==> src/sv/rts_pkg.sv <==
`default_nettype none

package rts_pkg;

  localparam int unsigned NUM_SLOTS = 3;
  localparam int unsigned NUM_CFG   = 6;

  localparam int unsigned TIME_W  = 64;
  localparam int unsigned ROUND_W = 32;
  localparam int unsigned CFG_W   = 32;
  localparam int unsigned STEP_W  = 2;
  localparam int unsigned FUNC_W  = 2;

  typedef logic [FUNC_W-1:0]  func_t;
  typedef logic [STEP_W-1:0]  step_t;
  typedef logic [TIME_W-1:0]  time_t;
  typedef logic [ROUND_W-1:0] round_t;
  typedef logic [CFG_W-1:0]   cfg_word_t;

  // Operation codes carried in the input tuser.
  localparam func_t FUNC_SCHEDULE = 2'd0;
  localparam func_t FUNC_TAKE     = 2'd1;
  localparam func_t FUNC_CLEAR    = 2'd2;

  // Consensus steps; each valid step owns one timer slot.
  localparam step_t STEP_PROPOSE   = 2'd0;
  localparam step_t STEP_PREVOTE   = 2'd1;
  localparam step_t STEP_PRECOMMIT = 2'd2;
  localparam step_t STEP_INVALID   = 2'd3;

  // Configuration register indexes.
  localparam logic [2:0] REG_PROPOSE_BASE     = 3'd0;
  localparam logic [2:0] REG_PROPOSE_GROWTH   = 3'd1;
  localparam logic [2:0] REG_PREVOTE_BASE     = 3'd2;
  localparam logic [2:0] REG_PREVOTE_GROWTH   = 3'd3;
  localparam logic [2:0] REG_PRECOMMIT_BASE   = 3'd4;
  localparam logic [2:0] REG_PRECOMMIT_GROWTH = 3'd5;

  // Reset values of the timing registers, in milliseconds.
  localparam cfg_word_t RST_PROPOSE_BASE   = 32'd3000;
  localparam cfg_word_t RST_PREVOTE_BASE   = 32'd1000;
  localparam cfg_word_t RST_PRECOMMIT_BASE = 32'd1000;
  localparam cfg_word_t RST_GROWTH         = 32'd500;

endpackage

`default_nettype wire

==> src/sv/round_timeout_slots.sv <==
`default_nettype none

// Three one-shot consensus timers, one for each step (propose, prevote,
// precommit). A schedule transaction arms the step's slot with a deadline of
// now_ms + base + round * growth, saturated at all ones, and returns that
// deadline; a take transaction disarms and returns the first expired armed
// slot in the order propose, prevote, precommit; a clear transaction disarms
// every slot. Every input transaction yields exactly one output transaction.
// The block works on one transaction at a time: all arithmetic goes through
// a single 32x32 multiplier stage and one shared 64-bit adder under a small
// sequencer. A schedule goes from acceptance to the result register through
// the steps multiply, add base, add current time and output; a take compares
// one slot per cycle in the shared adder, then outputs; a clear, an invalid
// step or an unused operation goes straight to output. in_tready is high
// only while the sequencer is idle, which it reaches again as the result is
// loaded. A finished result sits in the output register and the next
// transaction may be accepted and worked on while it waits; a result that
// cannot be loaded holds the sequencer in its output state and so stalls
// the input.
// Configuration writes are taken at any time but must only be issued while
// the block is idle.
module round_timeout_slots (
  input  wire logic                           clk,
  input  wire logic                           rst_n,
  // Input stream.
  input  wire logic                           in_tvalid,
  output logic                                in_tready,
  // tdata from bit 0: height[63:0], round_number[95:64], now_ms[159:96]
  input  wire logic [159:0]                   in_tdata,
  // tuser from bit 0: func[1:0], step_kind[3:2]
  input  wire logic [3:0]                     in_tuser,
  // Result stream.
  output logic                                out_tvalid,
  input  wire logic                           out_tready,
  // tdata from bit 0: fired_height[63:0], fired_round[95:64], deadline_set[159:96]
  output logic [159:0]                        out_tdata,
  // tuser from bit 0: fired[0], fired_step[2:1]
  output logic [2:0]                          out_tuser,
  // Configuration write port.
  input  wire logic                           cfg_we,
  input  wire logic [2:0]                     cfg_addr,
  input  wire logic [rts_pkg::CFG_W-1:0]      cfg_wdata
);

  import rts_pkg::*;

  // Sequencer states.
  localparam logic [2:0] ST_IDLE  = 3'd0;
  localparam logic [2:0] ST_MUL   = 3'd1;
  localparam logic [2:0] ST_ADD_T = 3'd2;
  localparam logic [2:0] ST_ADD_D = 3'd3;
  localparam logic [2:0] ST_SCAN  = 3'd4;
  localparam logic [2:0] ST_OUT   = 3'd5;

  localparam step_t LAST_SLOT = step_t'(NUM_SLOTS - 1);

  logic [2:0] state_r, state_nxt;

  // Timing registers, split so that each bank is read at a single address.
  cfg_word_t base_r   [NUM_SLOTS];
  cfg_word_t growth_r [NUM_SLOTS];

  // Slot store.
  logic [NUM_SLOTS-1:0] armed_r;
  time_t                slot_height_r   [NUM_SLOTS];
  round_t               slot_round_r    [NUM_SLOTS];
  time_t                slot_deadline_r [NUM_SLOTS];

  // Captured transaction.
  step_t  kind_r;
  time_t  height_r;
  round_t rnd_r;
  time_t  now_r;

  // Working registers.
  time_t  acc_r;      // product, then timeout, then deadline
  step_t  idx_r;      // slot under comparison during a take
  logic   hit_r;      // take found an expired slot at idx_r
  logic   sched_r;    // schedule with a valid step

  logic         out_tvalid_r;
  logic [159:0] out_tdata_r;
  logic [2:0]   out_tuser_r;

  logic  in_fire;
  logic  out_load;
  func_t in_func;
  step_t in_kind;

  // Shared arithmetic: one 64-bit adder with carry in and carry out.
  time_t       add_a, add_b;
  logic        add_cin;
  logic [64:0] add_sum;
  time_t       prod;

  assign in_func = in_tuser[1:0];
  assign in_kind = in_tuser[3:2];
  assign in_fire = in_tvalid && in_tready;
  assign in_tready = (state_r == ST_IDLE);
  assign out_load = (state_r == ST_OUT) && (!out_tvalid_r || out_tready);

  // Round times growth: both operands are 32 bits wide, zero-extended so
  // that the full 64-bit product is kept.
  assign prod = time_t'(rnd_r) * time_t'(growth_r[kind_r]);

  always_comb begin
    add_a   = now_r;
    add_b   = acc_r;
    add_cin = 1'b0;
    case (state_r)
      ST_ADD_T: begin
        add_a = time_t'(base_r[kind_r]);
        add_b = acc_r;
      end
      ST_ADD_D: begin
        add_a = now_r;
        add_b = acc_r;
      end
      ST_SCAN: begin
        // now - deadline: a carry out means the deadline is at or before now.
        add_a   = now_r;
        add_b   = ~slot_deadline_r[idx_r];
        add_cin = 1'b1;
      end
      default: begin
        add_a   = now_r;
        add_b   = acc_r;
        add_cin = 1'b0;
      end
    endcase
  end

  assign add_sum = {1'b0, add_a} + {1'b0, add_b} + 65'(add_cin);

  always_comb begin
    state_nxt = state_r;
    case (state_r)
      ST_IDLE: begin
        if (in_fire) begin
          if (in_func == FUNC_SCHEDULE && in_kind != STEP_INVALID) begin
            state_nxt = ST_MUL;
          end else if (in_func == FUNC_TAKE) begin
            state_nxt = ST_SCAN;
          end else begin
            state_nxt = ST_OUT;
          end
        end
      end
      ST_MUL:   state_nxt = ST_ADD_T;
      ST_ADD_T: state_nxt = ST_ADD_D;
      ST_ADD_D: state_nxt = ST_OUT;
      ST_SCAN: begin
        if ((armed_r[idx_r] && add_sum[64]) || idx_r == LAST_SLOT) begin
          state_nxt = ST_OUT;
        end
      end
      ST_OUT: begin
        if (out_load) begin
          state_nxt = ST_IDLE;
        end
      end
      default: state_nxt = ST_IDLE;
    endcase
  end

  always_ff @(posedge clk) begin
    if (!rst_n) begin
      state_r      <= ST_IDLE;
      armed_r      <= '0;
      out_tvalid_r <= 1'b0;
      base_r[0]    <= RST_PROPOSE_BASE;
      base_r[1]    <= RST_PREVOTE_BASE;
      base_r[2]    <= RST_PRECOMMIT_BASE;
      growth_r[0]  <= RST_GROWTH;
      growth_r[1]  <= RST_GROWTH;
      growth_r[2]  <= RST_GROWTH;
    end else begin
      state_r <= state_nxt;

      if (cfg_we) begin
        case (cfg_addr)
          REG_PROPOSE_BASE:     base_r[0]   <= cfg_wdata;
          REG_PROPOSE_GROWTH:   growth_r[0] <= cfg_wdata;
          REG_PREVOTE_BASE:     base_r[1]   <= cfg_wdata;
          REG_PREVOTE_GROWTH:   growth_r[1] <= cfg_wdata;
          REG_PRECOMMIT_BASE:   base_r[2]   <= cfg_wdata;
          REG_PRECOMMIT_GROWTH: growth_r[2] <= cfg_wdata;
          default: begin
          end
        endcase
      end

      // Clearing only disarms: slot contents are never read while disarmed.
      if (state_r == ST_IDLE && in_fire && in_func == FUNC_CLEAR) begin
        armed_r <= '0;
      end
      if (state_r == ST_ADD_D) begin
        armed_r[kind_r] <= 1'b1;
      end
      if (state_r == ST_SCAN && armed_r[idx_r] && add_sum[64]) begin
        armed_r[idx_r] <= 1'b0;
      end

      if (out_load) begin
        out_tvalid_r <= 1'b1;
      end else if (out_tready) begin
        out_tvalid_r <= 1'b0;
      end
    end
  end

  // Payload and datapath registers.
  always_ff @(posedge clk) begin
    if (in_fire) begin
      kind_r   <= in_kind;
      height_r <= in_tdata[63:0];
      rnd_r    <= in_tdata[95:64];
      now_r    <= in_tdata[159:96];
      idx_r    <= STEP_PROPOSE;
      hit_r    <= 1'b0;
      sched_r  <= (in_func == FUNC_SCHEDULE) && (in_kind != STEP_INVALID);
    end
    case (state_r)
      ST_MUL:   acc_r <= prod;
      ST_ADD_T: acc_r <= add_sum[63:0];
      ST_ADD_D: begin
        acc_r                   <= add_sum[64] ? '1 : add_sum[63:0];
        slot_height_r[kind_r]   <= height_r;
        slot_round_r[kind_r]    <= rnd_r;
        slot_deadline_r[kind_r] <= add_sum[64] ? '1 : add_sum[63:0];
      end
      ST_SCAN: begin
        if (armed_r[idx_r] && add_sum[64]) begin
          hit_r <= 1'b1;
        end else if (idx_r != LAST_SLOT) begin
          idx_r <= idx_r + step_t'(1);
        end
      end
      default: begin
      end
    endcase
    if (out_load) begin
      out_tdata_r[63:0]    <= hit_r ? slot_height_r[idx_r] : '0;
      out_tdata_r[95:64]   <= hit_r ? slot_round_r[idx_r] : '0;
      out_tdata_r[159:96]  <= sched_r ? acc_r : '0;
      out_tuser_r[0]       <= hit_r;
      out_tuser_r[2:1]     <= hit_r ? idx_r : STEP_PROPOSE;
    end
  end

  assign out_tvalid = out_tvalid_r;
  assign out_tdata  = out_tdata_r;
  assign out_tuser  = out_tuser_r;

  // A clear leaves no slot armed.
  a_clear_disarms: assert property (@(posedge clk) disable iff (!rst_n)
    (in_fire && in_func == FUNC_CLEAR) |=> (armed_r == '0))
    else $error("slot still armed after clear");

  // A schedule arms the slot of its step.
  a_schedule_arms: assert property (@(posedge clk) disable iff (!rst_n)
    (state_r == ST_ADD_D) |=> armed_r[$past(kind_r)])
    else $error("scheduled slot not armed");

  // A fired result never names the invalid step.
  a_fired_step: assert property (@(posedge clk) disable iff (!rst_n)
    (out_tvalid && out_tuser[0]) |-> (out_tuser[2:1] != STEP_INVALID))
    else $error("fired result names an invalid step");

  // The scan stays within the slots.
  a_scan_range: assert property (@(posedge clk) disable iff (!rst_n)
    (state_r == ST_SCAN) |-> (idx_r != STEP_INVALID))
    else $error("scan index out of range");

  // A result is loaded only when the output register is free.
  a_no_overwrite: assert property (@(posedge clk) disable iff (!rst_n)
    (out_tvalid && !out_tready) |=> !$past(out_load))
    else $error("pending result overwritten");

endmodule

`default_nettype wire

==> config.mk <==
export PLATFORM = sky130hd
export DESIGN_NAME = round_timeout_slots
export DESIGN_NICKNAME = d
export VERILOG_FILES = /design/src/sv/rts_pkg.sv /design/src/sv/round_timeout_slots.sv
export SDC_FILE = /design/constraint.sdc
export NUM_CORES = 2
export LEC_CHECK = 0
export BUFFER_PORTS_ARGS = -buffer_cell sky130_fd_sc_hd__buf_2
export CORE_ASPECT_RATIO = 0.9
export CORE_MARGIN = 4
export CORE_UTILIZATION = 50
export DETAILED_ROUTE_END_ITERATION = 7
export PLACE_DENSITY = 0.67
export SETUP_SLACK_MARGIN = 0.4
export SYNTH_ARGS = -nofsm -noshare
export SYNTH_HDL_FRONTEND = slang
export SYNTH_SLANG_ARGS = --single-unit
==> constraint.sdc <==
create_clock -name clk -period 42.4 [get_ports clk]
set_input_delay 4.24 -clock clk [delete_from_list [all_inputs] [get_ports clk]]
set_output_delay 4.24 -clock clk [all_outputs]
set_load 0.01 [all_outputs]
After elaboration in Yosys (flattened, before gate mapping) --
Memory sizes are Yosys's and may differ from the RTL's. A register that Yosys moved wholly into a read port is not among the register bits. Cells that the tools add are included. Widths: inputs -> output; s select.
Cells by class: add/sub/neg operators 3, multiply operators 1, divide/modulo/power cells 0, magnitude comparators 4, equality and inequality tests 18, shifts and indexed selects 0, mux-type cells 66, bitwise operators 10, reductions and logical operators 21
Operators with widths (number):
- $mux 32 | 6
- $mux 64 | 3
- $pmux 64 s3 | 1
- $add 64x64->65 | 1
- $add 65x1->65 | 1
- $mul 32x32->64 | 1
- $not 64->64 | 1
- $mux 1 | 37
- $mux 3 | 9
- $pmux 3 s6 | 1
- $eq 3x2->1 const B | 4
- $eq 3x3->1 const B | 4
- $mux 2 | 6
- $logic_and 1x1->1 | 10
- $ne 2x2->1 const B | 4
- $eq 3x1->1 const B | 2
- $logic_not 3->1 | 2
- $lt 2x3->1 const B | 2
- $or 1x1->1 | 6
- $demux 1 s2 | 2
- $eq 2x2->1 const B | 2
- $ge 2x1->1 const B | 2
- $and 3x3->3 | 1
- $logic_not 1->1 | 3
- 11 further kinds | 12
Word-level totals: bits in registers 304, latch bits 0, bits in writable memories 672, ROM bits 0, input port bits 204, output and inout bits 165, logic and storage cells 142, memories kept 5
Memories:
- slot_deadline_r | depth 3, bits a word 64, read ports 1, clocked after memory_dff 1, wr ports 1, line round_timeout_slots.sv:67 | time_t slot_deadline_r [NUM_SLOTS];
- slot_height_r | depth 3, bits a word 64, read ports 1, clocked after memory_dff 1, wr ports 1, line round_timeout_slots.sv:65 | time_t slot_height_r [NUM_SLOTS];
- base_r | depth 3, bits a word 32, read ports 1, clocked after memory_dff 1, wr ports 3, line round_timeout_slots.sv:60 | cfg_word_t base_r [NUM_SLOTS];
- growth_r | depth 3, bits a word 32, read ports 1, clocked after memory_dff 1, wr ports 3, line round_timeout_slots.sv:61 | cfg_word_t growth_r [NUM_SLOTS];
- slot_round_r | depth 3, bits a word 32, read ports 1, clocked after memory_dff 1, wr ports 1, line round_timeout_slots.sv:66 | round_t slot_round_r [NUM_SLOTS];

Logic depth before layout (Yosys ltp) --
depth in word-level cells 11, depth in mapped cells 32

Least setup slack after synthesis --
OpenSTA, ideal clock, no wires.
path type register -> register, start register state_r[1], end memory slot_deadline_r[2][0] (netlist bit) (enable), setup time 0.911 ns, arrival 12.709 ns, path slack 28.780 ns, cell stages (with the launch flop) 5, buffers on the path 1, clock period less this slack 13.620 ns, cells stage by stage dfxtp_1 -> clkbuf_1 -> nor2b_1 -> nand2_1 -> nor3b_1
On the way: cells in the longest elaborated chain, start to end 3
Ends and longest elaborated chain:
- from (decl) | line round_timeout_slots.sv:57 | logic [2:0] state_r, state_nxt;
- from (signal assigned) | line round_timeout_slots.sv:178 | state_r <= state_nxt;
- $eq 3x2->1 | line round_timeout_slots.sv:223 | case (state_r)
- $mux 1 | line round_timeout_slots.sv:223
- $mux 1 | line round_timeout_slots.sv:230 | slot_deadline_r[kind_r] <= add_sum[64] ? '1 : add_sum[63:0];
- to (decl) | line round_timeout_slots.sv:67
Every way passes these cells.

==> impl_metrics.csv <==
group,metric,value,unit
detailed_routing,drcViolationCount,0,
place,gp_congestion,0.9499,
setup_path,r2r_slack,32.60,ns
logic_synthesis,synthArstFlopShare,0,
grt,grt_start_max_net_pins,162,
die,fp.dieW,424.1,um
job,maxCapViolCount,0,
detailed_routing,post_drt_wl_per_cell,23.26,um
sta,drv_slew,0,
logic_synthesis,synth_cells,6868,
setup_path,startpoint_type,"flip-flop",
logic_synthesis,syn_area,77920,um^2
die,die_y,382.5,um
clock_network,htree_levels,3,
clock_network,clock-root-buffer,"clkbuf_16",
die,row_count,137,
logic_synthesis,synth_seq_area_share,0.4124,
logic_synthesis,synth_cell_types,82,
logic_synthesis,synthDominantCellAreaShare,0.4093,
sta,fin_ws,32.60,ns
clock_network,numCtsBuffers,110,
place,place_hpwl,155.3,mm
cells_and_area,fill_cells,13102,
setup_path,path_class,"reg2reg",
sta,rsz0062_at_grt,"false",
detailed_routing,num_vias,51333,
logic_synthesis,ys_seq_elements,1074,
logic_synthesis,syn-num-nets,8296,
cells_and_area,layout.nets,8486,
logic_synthesis,synthFlopType,"edfxtp_1",
cells_and_area,area_growth,10.15,%
logic_synthesis,synthTopCellsByArea,"edfxtp_1, fa_1, and2_1, ha_1, inv_1",
clock_network,cts.sinks,1074,
setup_path,crit_required,42.82,ns
logic_synthesis,synth_edf_count,1062,
place,io_buffer_count,368,
setup_path,end_kind,"flip-flop",
detailed_routing,viasPerCell,5.552,
clock_network,cts_setup_buffers,0,
grt,grt.overflow.total,0,
detailed_routing,first_iter_violations,4532,
grt,grt_first_pass_wirelength,329.5,mm
setup_path,crit_fanout,47,
clock_network,insertion_delay,0.77,ns
worst_hold_path,min_path_type,"reg2reg",
clock_network,cts_resized,0,
logic_synthesis,syn_area_per_cell,11.35,um^2
sta,worst_clock_skew,0.08087,ns
grt,grt_pass1_vias,53713,
setup_path,slowest_stage,"buf_4",
setup_path,r2r.worst_path.cells,29,
sta,tightest_slew,1.360,ns
cells_and_area,drive_gt1_frac,0.1012,
sta,relSlewSlack,0.08362,
sta,hold_violations,0,
setup_path,worst-path-stages,29,
sta,finalCriticalPeriod,9.798,ns
setup_path,critPathMostFrequentCell,"fa_1",
grt,grtUsageTotal,0.2681,
clock_network,cts_hold_buf,0,
setup_path,arrival,10.22,ns
setup_path,crit_buf_inv,6,
sta,period_share,0.2311,
clock_network,clk_path_buf_depth,3,
detailed_routing,drtPass1Iterations,6,
die,io_pins,369,
logic_synthesis,yosys_warnings,0,
setup_path,critPathCapture,"acc_r[57]",
grt,antenna_found_initial,22,
die,initial_core_util,0.5028,
sta,fmax,102.1,MHz
die,dieArea,162200,um^2
logic_synthesis,yosysTopAreaCell,"edfxtp_1",
setup_path,critical_path.top_delay_family,"adder cells",
status,outcome,"finished, final reports clean",
clock_network,cts_tree,"built",
sta,setup_viol_count_final,0,
clock_network,cts.clk_slew.worst_paths,0.06,ns
place,post-place-ws,32.61,ns
detailed_routing,ant_nets,0,
setup_path,worstReg2RegEnd,"acc_r[57]",
die,core,155000,um^2
setup_path,cpPeakStageDelay,0.76,ns
detailed_routing,wl,215.0,mm
sta,final.setup.tns,0,ns
[kinds of logic after synthesis]
logic type	synth area share
flops	0.4124
fa+ha+maj	0.2831
simple gates	0.1354
xor+xnor	0.01360
compound gates	0.06460
mux	0.02932
buf+inv	0.06168
[Yosys cell counts (4+ instances only)]
library cell	n
edfxtp_1	1062
fa_1	898
inv_1	882
nand2_1	862
and2_1	700
clkbuf_1	343
ha_1	326
o21ai_0	288
a21oi_1	265
mux2i_1	226
nor2_1	188
nor2b_1	163
xnor2_1	69
a21o_1	64
xor2_1	52
o211ai_1	47
nand3_1	34
nand4_1	34
nor3_1	32
nand2b_1	31
or3_1	24
buf_2	23
o21bai_1	22
o21ai_1	20
a31oi_1	19
buf_1	19
o21a_1	18
a211oi_1	12
and3_1	12
dfxtp_1	12
a21boi_0	10
nor4_1	8
o31ai_1	8
a22oi_2	6
a211o_1	5
a221oi_1	5
o221ai_1	5
o22ai_1	5
and4_1	4
[metal layers]
layer,global-route usage,share of wire,vias up
met5,0,0.00033,-
met4,0.1049,0.042,12
met3,0.05221,0.079,408
met2,0.4302,0.47,2024
met1,0.3625,0.41,26069
li1,-,-,22820
[cell type report]
class | instances | area [um^2] | share of cell area
Clock buffer | 126 | 2834 | 0.03302
Sequential cell | 1074 | 32150 | 0.3746
Inverter | 883 | 3319 | 0.03868
Tap cell | 2085 | 2609 | 0.03040
Multi-Input combinational cell | 4523 | 41290 | 0.4811
Clock inverter | 80 | 1001 | 0.01166
Timing Repair Buffer | 466 | 2603 | 0.03032
Antenna cell | 9 | 22.52 | 0.0002624
[worst min-delay path by stage]
| stage | start | end | slack (ns) | cells past startpoint |
|---|---|---|---|---|
| 3_3_place_gp | height_r[21] | slot_height_r[2][21] | 0.44 | 0 |
| 3_5_place_dp | height_r[22] | slot_height_r[0][22] | 0.45 | 0 |
| 4_1_cts | height_r[36] | slot_height_r[0][36] | 0.46 | 0 |
| 6_report | height_r[36] | slot_height_r[0][36] | 0.46 | 0 |
| 5_1_grt | height_r[21] | slot_height_r[0][21] | 0.48 | 0 |
| 2_1_floorplan | hit_r | out_tuser[0] | 0.41 | 0 |
[cells in the final DEF (no fill, tap or decap), types with 7 or more instances in the layout]
| cell type | synthesis | layout |
|---|---|---|
| a21o_1 | 64 | 64 |
| xor2_1 | 52 | 52 |
| nand2_1 | 862 | 861 |
| clkinv_2 | 0 | 16 |
| nor4_1 | 8 | 8 |
| and3_1 | 12 | 12 |
| nand4_1 | 34 | 34 |
| a21oi_1 | 265 | 260 |
| diode_2 | 0 | 9 |
| a211oi_1 | 12 | 12 |
| bufinv_16 | 0 | 18 |
| o21a_1 | 18 | 18 |
| nor2_1 | 188 | 184 |
| buf_2 | 23 | 368 |
| o211ai_1 | 47 | 47 |
| buf_4 | 1 | 96 |
| a21boi_0 | 10 | 10 |
| dfxtp_1 | 12 | 7 |
| ha_1 | 326 | 326 |
| o21ai_0 | 288 | 261 |
| inv_1 | 882 | 881 |
| o21ai_1 | 20 | 16 |
| edfxtp_1 | 1062 | 1062 |
| nor2b_1 | 163 | 163 |
| xnor2_1 | 69 | 69 |
| and2_1 | 700 | 700 |
| a31oi_1 | 19 | 19 |
| clkinv_1 | 1 | 26 |
| clkbuf_16 | 0 | 111 |
| or3_1 | 24 | 24 |
| mux2i_1 | 226 | 226 |
| o21ai_4 | 0 | 10 |
| nand2b_1 | 31 | 30 |
| o21bai_1 | 22 | 21 |
| clkbuf_1 | 343 | 15 |
| fa_1 | 898 | 898 |
| o21ai_2 | 2 | 23 |
| nand3_1 | 34 | 34 |
| nor3_1 | 32 | 31 |
[worst register-to-register path: cells and delay by family (launching register included)]
family,cells,cell delay (ns)
compound gates,7,1.85
simple gates,5,0.73
xor+xnor,1,0.35
flops,1,0.56
buf+inv,6,1.37
mux,1,0.29
fa+ha+maj,9,4.34
[stage by stage]
| stage | cells | hold slack [ns] | area, um^2 | util |
|---|---|---|---|---|
| 2_1_floorplan | 6868 | 0.4064 | 77920 | - |
| 3_3_place_gp | 9031 | 0.4415 | 81970 | 0.5290 |
| 3_5_place_dp | 9031 | 0.4542 | 81970 | 0.5290 |
| 4_1_cts | 9237 | 0.4553 | 85800 | 0.5537 |
| 5_1_grt | 9239 | 0.4793 | 85810 | 0.5537 |
| 6_report | 9246 | 0.4600 | 85820 | 0.5539 |
[state kept, by name, indices dropped and copies added (netlist names), 32 cells and up, named ones only]
signal           count
acc_r               64
rnd_r               32
slot_deadline_r    192
now_r               64
growth_r            96
slot_round_r        96
out_tdata          160
height_r            64
base_r              96
slot_height_r      192
Power is not shown: default switching activity piles up to over one toggle a cycle in this logic, so the estimate is an artifact.
